==> config.mk <==
export PLATFORM = sky130hd
export DESIGN_NAME = skt_ctrl
export DESIGN_NICKNAME = d
export VERILOG_FILES = /design/src/rtl/core/skt_pkg.sv /design/src/rtl/core/skt_ctrl.sv
export SDC_FILE = /design/constraint.sdc
export NUM_CORES = 1
export LEC_CHECK = 0
export CAP_MARGIN = 10
export CELL_PAD_IN_SITES_DETAIL_PLACEMENT = 1
export CELL_PAD_IN_SITES_GLOBAL_PLACEMENT = 1
export CORE_UTILIZATION = 54
export CTS_CLUSTER_DIAMETER = 40
export CTS_CLUSTER_SIZE = 10
export DETAILED_ROUTE_END_ITERATION = 6
export DONT_BUFFER_PORTS = 1
export GPL_TIMING_DRIVEN = 1
export PLACE_DENSITY_LB_ADDON = 0.1
export SLEW_MARGIN = 20
export SYNTH_ARGS = -nofsm -noshare
export SYNTH_HDL_FRONTEND = slang
export SYNTH_SLANG_ARGS = --single-unit
export TNS_END_PERCENT = 20
==> constraint.sdc <==
create_clock -name clk -period 11.1 [get_ports clk]
set_input_delay 2.22 -clock clk [delete_from_list [all_inputs] [get_ports clk]]
set_output_delay 2.22 -clock clk [all_outputs]
set_load 0.005 [all_outputs]
==> src/rtl/core/skt_pkg.sv <==
// Shared types and constants for the sorted key table.
package skt_pkg;

	localparam int unsigned DEPTH_DEF    = 256;
	localparam int unsigned KEY_BITS_DEF = 32;
	localparam int unsigned KEY_W        = 32;
	localparam int unsigned ACT_W        = 3;
	localparam int unsigned CAP_W        = 9;
	localparam int unsigned IDX_W        = 8;
	localparam int unsigned CNT_W        = 9;

	localparam logic [0:0] REG_CAPACITY = 1'd0;
	localparam logic [0:0] REG_SIGNED   = 1'd1;

	typedef enum logic [ACT_W-1:0] {
		ACT_CLEAR  = 3'd0,
		ACT_APPEND = 3'd1,
		ACT_INSERT = 3'd2,
		ACT_LOOKUP = 3'd3,
		ACT_SORT   = 3'd4
	} action_t;

	typedef enum logic [3:0] {
		ST_IDLE,
		ST_INS_RD,
		ST_INS_CMP,
		ST_LK_RD,
		ST_LK_CMP,
		ST_SORT_GAP,
		ST_SORT_I,
		ST_SORT_V,
		ST_SORT_RD,
		ST_SORT_CMP,
		ST_SORT_PUT,
		ST_DONE
	} state_t;

	// Result of one action, held until taken downstream.
	typedef struct packed {
		logic             status;
		logic             found;
		logic [IDX_W-1:0] index;
		logic [CNT_W-1:0] count;
	} result_t;

endpackage

==> src/rtl/core/skt_ctrl.sv <==
// Sequencer: runs each action as reads, compares and write-backs on the key RAM.
module skt_ctrl #(
	parameter int unsigned DEPTH    = skt_pkg::DEPTH_DEF,
	parameter int unsigned KEY_BITS = skt_pkg::KEY_BITS_DEF
) (
	input  logic                           clk,
	input  logic                           arst_n,
	input  logic                           start,
	input  skt_pkg::action_t               act,
	input  logic [KEY_BITS-1:0]            key_in,
	input  logic [skt_pkg::CAP_W-1:0]      capacity,
	input  logic                           signed_order,
	input  logic                           res_ready,
	output logic                           busy,
	output logic                           done,
	output skt_pkg::result_t               res,
	output logic                           we,
	output logic [$clog2(DEPTH)-1:0]       waddr,
	output logic [KEY_BITS-1:0]            wdata,
	output logic [$clog2(DEPTH)-1:0]       raddr,
	input  logic [KEY_BITS-1:0]            rdata
);

	localparam int unsigned AW = $clog2(DEPTH);
	localparam int unsigned NW = $clog2(DEPTH + 1) + 2;
	// inverse of 3 modulo 2^NW; a Knuth gap minus one is an exact multiple of 3
	localparam logic [NW-1:0] INV3 = NW'({NW{2'b10}}) + NW'(1);

	skt_pkg::state_t state_q, state_d;
	logic [NW-1:0]       fill_q, fill_d;
	logic [KEY_BITS-1:0] key_q, key_d, v_q, v_d;
	logic [NW-1:0]       i_q, i_d, j_q, j_d, h_q, h_d, lo_q, lo_d, hi_q, hi_d;
	logic                status_q, status_d, found_q, found_d;
	logic [NW-1:0]       idx_q, idx_d;
	logic [NW-1:0]       lim, mid;
	logic [NW-1:0]       h3, h_dn;
	logic [KEY_BITS-1:0] ka, kb;
	logic                lt, gt;
	logic [KEY_BITS-1:0] sgn;
	logic [NW-1:0]       raddr_w, waddr_w;

	assign sgn = {signed_order, {(KEY_BITS-1){1'b0}}};
	// compare key_q/v_q (a) against RAM word (b)
	always_comb begin
		ka = ((state_q == skt_pkg::ST_SORT_CMP) ? v_q : key_q) ^ sgn;
		kb = rdata ^ sgn;
		lt = ka < kb;
		gt = ka > kb;
	end

	always_comb begin
		if (capacity == '0) begin
			lim = NW'(1);
		end else if (32'(capacity) > DEPTH) begin
			lim = NW'(DEPTH);
		end else begin
			lim = NW'(capacity);
		end
		mid  = (lo_q + hi_q) >> 1;
		h3   = (h_q << 1) + h_q + NW'(1);
		// next smaller gap: (h - 1) / 3, exact
		h_dn = (h_q - NW'(1)) * INV3;
	end

	always_ff @(posedge clk or negedge arst_n) begin
		if (!arst_n) begin
			state_q <= skt_pkg::ST_IDLE;
			fill_q  <= '0;
		end else begin
			state_q <= state_d;
			fill_q  <= fill_d;
		end
	end

	always_ff @(posedge clk) begin
		key_q <= key_d; v_q <= v_d; i_q <= i_d; j_q <= j_d; h_q <= h_d;
		lo_q <= lo_d; hi_q <= hi_d; status_q <= status_d; found_q <= found_d;
		idx_q <= idx_d;
	end

	always_comb begin
		state_d = state_q; fill_d = fill_q; key_d = key_q; v_d = v_q;
		i_d = i_q; j_d = j_q; h_d = h_q; lo_d = lo_q; hi_d = hi_q;
		status_d = status_q; found_d = found_q; idx_d = idx_q;
		we = 1'b0; waddr_w = '0; wdata = key_q; raddr_w = '0;
		unique case (state_q)
			skt_pkg::ST_IDLE: begin
				if (start) begin
					key_d = key_in; status_d = 1'b0; found_d = 1'b0; idx_d = '0;
					state_d = skt_pkg::ST_DONE;
					unique case (act)
						skt_pkg::ACT_CLEAR: fill_d = '0;
						skt_pkg::ACT_APPEND: begin
							if (fill_q < lim) begin
								we = 1'b1; waddr_w = fill_q; wdata = key_in;
								fill_d = fill_q + NW'(1);
							end else begin
								status_d = 1'b1;
							end
						end
						skt_pkg::ACT_INSERT: begin
							if (fill_q < lim) begin
								i_d = fill_q;
								fill_d = fill_q + NW'(1);
								state_d = skt_pkg::ST_INS_RD;
							end else begin
								status_d = 1'b1;
							end
						end
						skt_pkg::ACT_LOOKUP: begin
							lo_d = '0; hi_d = fill_q;
							state_d = skt_pkg::ST_LK_RD;
						end
						skt_pkg::ACT_SORT: begin
							h_d = NW'(1);
							state_d = skt_pkg::ST_SORT_GAP;
						end
						default: ;
					endcase
				end
			end
			// insert: read entries[i-1], shift up while larger, place key in the freed slot
			skt_pkg::ST_INS_RD: begin
				if (i_q == '0) begin
					we = 1'b1; waddr_w = '0; wdata = key_q;
					state_d = skt_pkg::ST_DONE;
				end else begin
					raddr_w = i_q - NW'(1);
					state_d = skt_pkg::ST_INS_CMP;
				end
			end
			skt_pkg::ST_INS_CMP: begin
				we = 1'b1; waddr_w = i_q;
				if (lt) begin
					wdata = rdata;
					i_d = i_q - NW'(1);
					state_d = skt_pkg::ST_INS_RD;
				end else begin
					wdata = key_q;
					state_d = skt_pkg::ST_DONE;
				end
			end
			skt_pkg::ST_LK_RD: begin
				if (hi_q > lo_q) begin
					raddr_w = mid;
					state_d = skt_pkg::ST_LK_CMP;
				end else begin
					state_d = skt_pkg::ST_DONE;
				end
			end
			skt_pkg::ST_LK_CMP: begin
				state_d = skt_pkg::ST_LK_RD;
				if (!lt && !gt) begin
					found_d = 1'b1; idx_d = mid; state_d = skt_pkg::ST_DONE;
				end else if (gt) begin
					lo_d = mid + NW'(1);
				end else begin
					hi_d = mid;
				end
			end
			// grow h past n, then step down h/3
			skt_pkg::ST_SORT_GAP: begin
				if (h_q <= fill_q) begin
					h_d = h3;
				end else if (h_q == NW'(1)) begin
					state_d = skt_pkg::ST_DONE;
				end else begin
					h_d = h_dn;
					i_d = h_dn;
					state_d = skt_pkg::ST_SORT_I;
				end
			end
			skt_pkg::ST_SORT_I: begin
				if (i_q < fill_q) begin
					raddr_w = i_q;
					j_d = i_q;
					state_d = skt_pkg::ST_SORT_V;
				end else if (h_q == NW'(1)) begin
					state_d = skt_pkg::ST_DONE;
				end else begin
					h_d = h_dn; i_d = h_dn;
				end
			end
			skt_pkg::ST_SORT_V: begin
				v_d = rdata;
				if (j_q >= h_q) begin
					raddr_w = j_q - h_q;
					state_d = skt_pkg::ST_SORT_CMP;
				end else begin
					state_d = skt_pkg::ST_SORT_PUT;
				end
			end
			skt_pkg::ST_SORT_CMP: begin
				if (lt) begin
					we = 1'b1; waddr_w = j_q; wdata = rdata;
					j_d = j_q - h_q;
					if (j_q - h_q >= h_q) begin
						raddr_w = j_q - h_q - h_q;
					end else begin
						state_d = skt_pkg::ST_SORT_PUT;
					end
				end else begin
					state_d = skt_pkg::ST_SORT_PUT;
				end
			end
			skt_pkg::ST_SORT_PUT: begin
				we = 1'b1; waddr_w = j_q; wdata = v_q;
				i_d = i_q + NW'(1);
				state_d = skt_pkg::ST_SORT_I;
			end
			// hold the result until the output register can take it
			skt_pkg::ST_DONE: begin
				if (res_ready) state_d = skt_pkg::ST_IDLE;
			end
			default: state_d = skt_pkg::ST_IDLE;
		endcase
	end

	assign raddr = raddr_w[AW-1:0];
	assign waddr = waddr_w[AW-1:0];
	assign busy  = state_q != skt_pkg::ST_IDLE;
	assign done  = state_q == skt_pkg::ST_DONE;
	assign res.status = status_q;
	assign res.found  = found_q;
	assign res.index  = idx_q[skt_pkg::IDX_W-1:0];
	assign res.count  = fill_q[skt_pkg::CNT_W-1:0];

endmodule

# Yosys cells after proc, flatten, opt, wreduce, memory -nomap -nowiden
# Index checks and enable logic that the tools add are counted.
# word_totals
regBits	144
latchBits	0
ramBits	0
romBits	0
input_bits	81
output_inout_bits	70
wordCells	170
memories	0
# op_classes
addsub	10
mul	1
n_div	0
n_lt_le_gt_ge	9
eq_ne	33
n_shift	0
mux	78
bitwise_logic	2
reduce_logical	25
# ops
operator	count
11-bit two-way mux	23
32-bit two-way mux	5
8-bit two-way mux	12
32-bit one-hot mux with 3 select lines	1
11-bit one-hot mux with 2 select lines	4
32-bit XOR	2
11-bit one-hot mux with 5 select lines	1
4-bit two-way mux	13
4-bit one-hot mux with 11 select lines	1
8-bit one-hot mux with 5 select lines	1
11-bit by 1-bit adder with 11-bit output (second input constant)	3
11-bit one-hot mux with 3 select lines	1
32-bit greater-than comparator	1
32-bit less-than comparator	1
8-bit one-hot mux with 4 select lines	1
2-bit inequality test (second input constant)	12
11-bit adder	2
11-bit greater-or-equal comparator	2
11-bit by 1-bit subtractor with 11-bit output (second input constant)	2
9-bit two-way mux	2
4-bit by 3-bit == test with 1-bit output (second input constant)	4
8-bit one-hot mux with 2 select lines	1
5-bit AND reduction	3
4-bit == test (second input constant)	3
37 further kinds	57

# Logic depth before layout (Yosys ltp)
# depth
ltp_word	8
ltp_mapped	20
ltp_nobuf	20

# Worst setup path before layout
# No wires, ideal clock.
# synth_path
path_type	input to output
start	input capacity[8] (netlist name)
end	output wdata[10]
t_arrival_ns	4.587
required_ns	8.880
setup_slack_ns	4.293
path_stages	13
cell_sequence	clkinv_1 -> nand2_1 -> ha_1 -> or2_2 -> a21oi_1 -> a21oi_1 -> a221o_1 -> or4_4 -> o221a_1 -> buf_6 -> buf_6 -> nand3_2 -> nand3_1
# synth_via
elab_chain_len	8
# synth_rtl
item	line	rtl
start, declared	skt_ctrl.sv:11	input logic [skt_pkg::CAP_W-1:0] capacity,
9-bit greater-than comparator	skt_ctrl.sv:54	end else if (32'(capacity) > DEPTH) begin
9-bit two-way mux	skt_ctrl.sv:54	
9-bit two-way mux *	skt_ctrl.sv:52	if (capacity == '0) begin
11-bit by 9-bit less-than comparator with 1-bit output *	skt_ctrl.sv:94	if (fill_q < lim) begin
32-bit two-way mux *	skt_ctrl.sv:94	
32-bit two-way mux *	skt_ctrl.sv:91	unique case (act)
32-bit two-way mux *	skt_ctrl.sv:88	if (start) begin
32-bit one-hot mux with 3 select lines *	skt_ctrl.sv:86	unique case (state_q)
end, declared	skt_ctrl.sv:19	output logic [KEY_BITS-1:0] wdata,
# Mark *: on every way between the ends. The rest lies on a longest branch, timed or not.

# Worst setup path after layout
# layout_path
start	input capacity[8] (netlist name)
end	output wdata[25]
# The elaborated chain is that of the path after synthesis.

==> metrics <==
hold_ws=0.701 ns; static leakage=0.00593 uW; share of the synthesized area in the top cell type=29.7%; number of cells in the design after placement=1720; synthesized instance count=1457; share of cells above drive strength 1=~6.3%; count leader, synth=nand2_1; Pre-antenna DRT Iters=7; Port Buf Inserts=0; status=complete, but fails checks; Final nets=1678; Starting DRT DRC Count=944; flip-flop and latch count after synthesis=144; endpoint class of the critical path=output port; grt total ovfl=0; EDFF count, synth=129; Die Wd=157 um; Total GRT Usage=35.7%; Setup Buffers After CTS=0; Synth Flop Type=edfxtp_1; Mapped Area=13000 um^2; GPL Wtd Cong=0.928; # setup viols final=0; TritonCTS clock tree=built; Required @ worst endpoint=a little under 9 ns; Startpoint Class=primary input; Crit Path Category=in2out; Initial Util=55.3%; Worst Path Arrival=5.55 ns; TritonCTS Buffers=17; hold buffers post-CTS=0; Final Power=3770 uW; post-synth top area cell=edfxtp_1; Least-Margin Pin Slew=~1.1 ns; core area=roughly 24000 um^2; pin count of the biggest net entering global routing=49; # clock sinks=approximately 140; RSZ-0062 raised after global routing=false; Yosys warning total=0; H-tree depth=4; Worst slew margin=24.5%; Post-synth ARST share=10.4%; Wirelength per Cell=24.7 um; sequential area share after synthesis=32.6%; final cell count without fillers=1753; Mapped Nets=between 1500 and 2000; Max Slew Vio Count=0; global-route wire length before repair=66.3 mm; Setup Skew=0.0163 ns; top cells by area, synth=edfxtp_1 (30%), ha_1 (16%), nand2_1 (5.5%), xnor2_1 (4.0%), inv_1 (3.7%); Hold Fails Final Rpt=0; final worst-path cycle share=70.0%; initial antenna violation count=1; MaxCap Viol Count=0; HP Class=reg2reg; Clock transition at path regs=0.07 ns; CTS max path bufs=2; DP HPWL=32.5 mm; post-synthesis cell type count=72; vias post-DR=11605; die area=24700 um^2; CTS root buf=clkbuf_16; IO Count=around 150; Skew-Pair Late Insertion Delay=0.44 ns; Post-synth top cells=nand2_1 (192), ha_1 (162), edfxtp_1 (129), inv_1 (129), nor2_1 (91); worst-path fanout max=40; PD cells=271 nW/um^2; routed wire length=43.4 mm; sum of negative setup slack=0 ns; Layout area overhead=6.75%; vias in the first global route=11859; DRC errors left=3; Final min period=7.77 ns; synthesized area per cell=8.94 um^2; peak supply drop=about 150 uV; vias per std cell=6.62; antenna-violating nets left=0; Die Height=157 um; Max Fclk=roughly 130 MHz; # rows=56; CTS resizes=0; violated checks=DRC
==> critical path, stage by stage <==
cell and delay [ns]:
clkinv_1 0.18, nand2_1 0.17, ha_1 0.26, a211o_1 0.27, o211ai_1 0.11, a21oi_1 0.10
a221o_1 0.38, or4_4 0.56, nor2_4 0.83, a222oi_1 0.23, o211ai_1 0.23
==> path summary, 6_finish.rpt <==
| path | from | end | cells after the start | slack [ns] |
|---|---|---|---|---|
| setup / recovery | capacity[8] | wdata[25] | 11 | 3.33 |
| hold / removal | fill_q[8]$_DFFE_PN0P_ | fill_q[8]$_DFFE_PN0P_ | 2 | 0.70 |
| setup reg to reg | h_q[0]$_DFFE_PP_ | h_q[10]$_DFFE_PP_ | 19 | 5.06 |
| hold reg to reg | fill_q[8]$_DFFE_PN0P_ | fill_q[8]$_DFFE_PN0P_ | 2 | 0.70 |
| max in group asynchronous | arst_n | state_q[1]$_DFFE_PN0P_ | 0 | 9.55 |
| min in group asynchronous | arst_n | fill_q[2]$_DFFE_PN0P_ | 0 | 1.46 |
==> report_power, final <==
part | total (uW) | switching [uW] | internal [uW]
logic | 2260 | 1390 | 872
registers | 894 | 163 | 731
clock network | 619 | 292 | 327
total | 3770 | 1840 | 1930
==> logic make-up after synthesis <==
| group | after synthesis | synth area share (%) |
|---|---|---|
| adders and majority gates | 178 | 18.0 |
| muxes | 15 | 1.21 |
| DFF | 144 | 32.6 |
| and+or+nand+nor | 508 | 18.7 |
| buffers and inverters | 210 | 6.54 |
| AOI/OAI and AO/OA | 319 | 17.4 |
| xor gates and xnor gates | 83 | 5.58 |
==> cell type report <==
class | instances | area, um^2
multi-input cells | 1103 | 7980
clock buffers | 17 | 425
fillers | 2792 | 9640
clock inverters | 15 | 185
repair buffers | 24 | 180
inverters | 130 | 488
flip-flops and latches | 144 | 4250
diodes | 1 | 2.50
well taps | 319 | 399
==> placed cells by master, fill, tap and decap left out, types with 5 or more instances in the layout <==
cell / count
a31oi_1: 5
o21a_1: 9
nor3_1: 25
mux2_2: 6
a222oi_1: 33
inv_1: 129
a211o_1: 5
nand3_1: 63
edfxtp_1: 129
nand2b_1: 22
ha_1: 162
dfrtp_1: 15
fa_1: 15
and3_1: 15
a21oi_1: 67
o21ai_0: 59
a221oi_1: 11
nand4_1: 20
inv_6: 5
mux2i_1: 9
o22ai_1: 11
nor3b_1: 7
a221o_1: 8
a21o_1: 33
inv_8: 7
xor2_1: 24
o221ai_1: 14
or3_1: 11
nor4_1: 12
nand2_1: 192
buf_4: 24
o211ai_1: 13
clkbuf_16: 17
xnor2_1: 59
nor2b_1: 18
nand3_2: 10
nor2_1: 85
and2_1: 6
a22o_1: 6
==> state kept, by name, indices dropped and copies added, names as in the netlist, 4 cells and up <==
| register | flops |
|---|---|
| idx_q | 8 |
| v_q | 32 |
| lo_q | 11 |
| h_q | 11 |
| key_q | 32 |
| hi_q | 11 |
| fill_q | 11 |
| state_q | 4 |
| i_q | 11 |
| j_q | 11 |
==> layer usage <==
layer	routed length, um	GRT usage, %	up-vias
met5	0	0	-
met4	1410	14.5	0
met3	3890	8.09	89
met2	20200	57.4	558
met1	17900	46.3	5728
li1	-	-	5230
==> metrics by stage <==
stage / setup slack (ns) / util (%) / area (um^2)
floorplan: 4.29 / - / 13000
global placement: 3.50 / 56.4 / 13300
detailed placement: 3.33 / 56.4 / 13300
CTS: 3.31 / 59.0 / 13900
global route: 3.08 / 59.1 / 13900
finish: 3.33 / 59.1 / 13900
No activity file was read; power rests on OpenSTA's default activity.
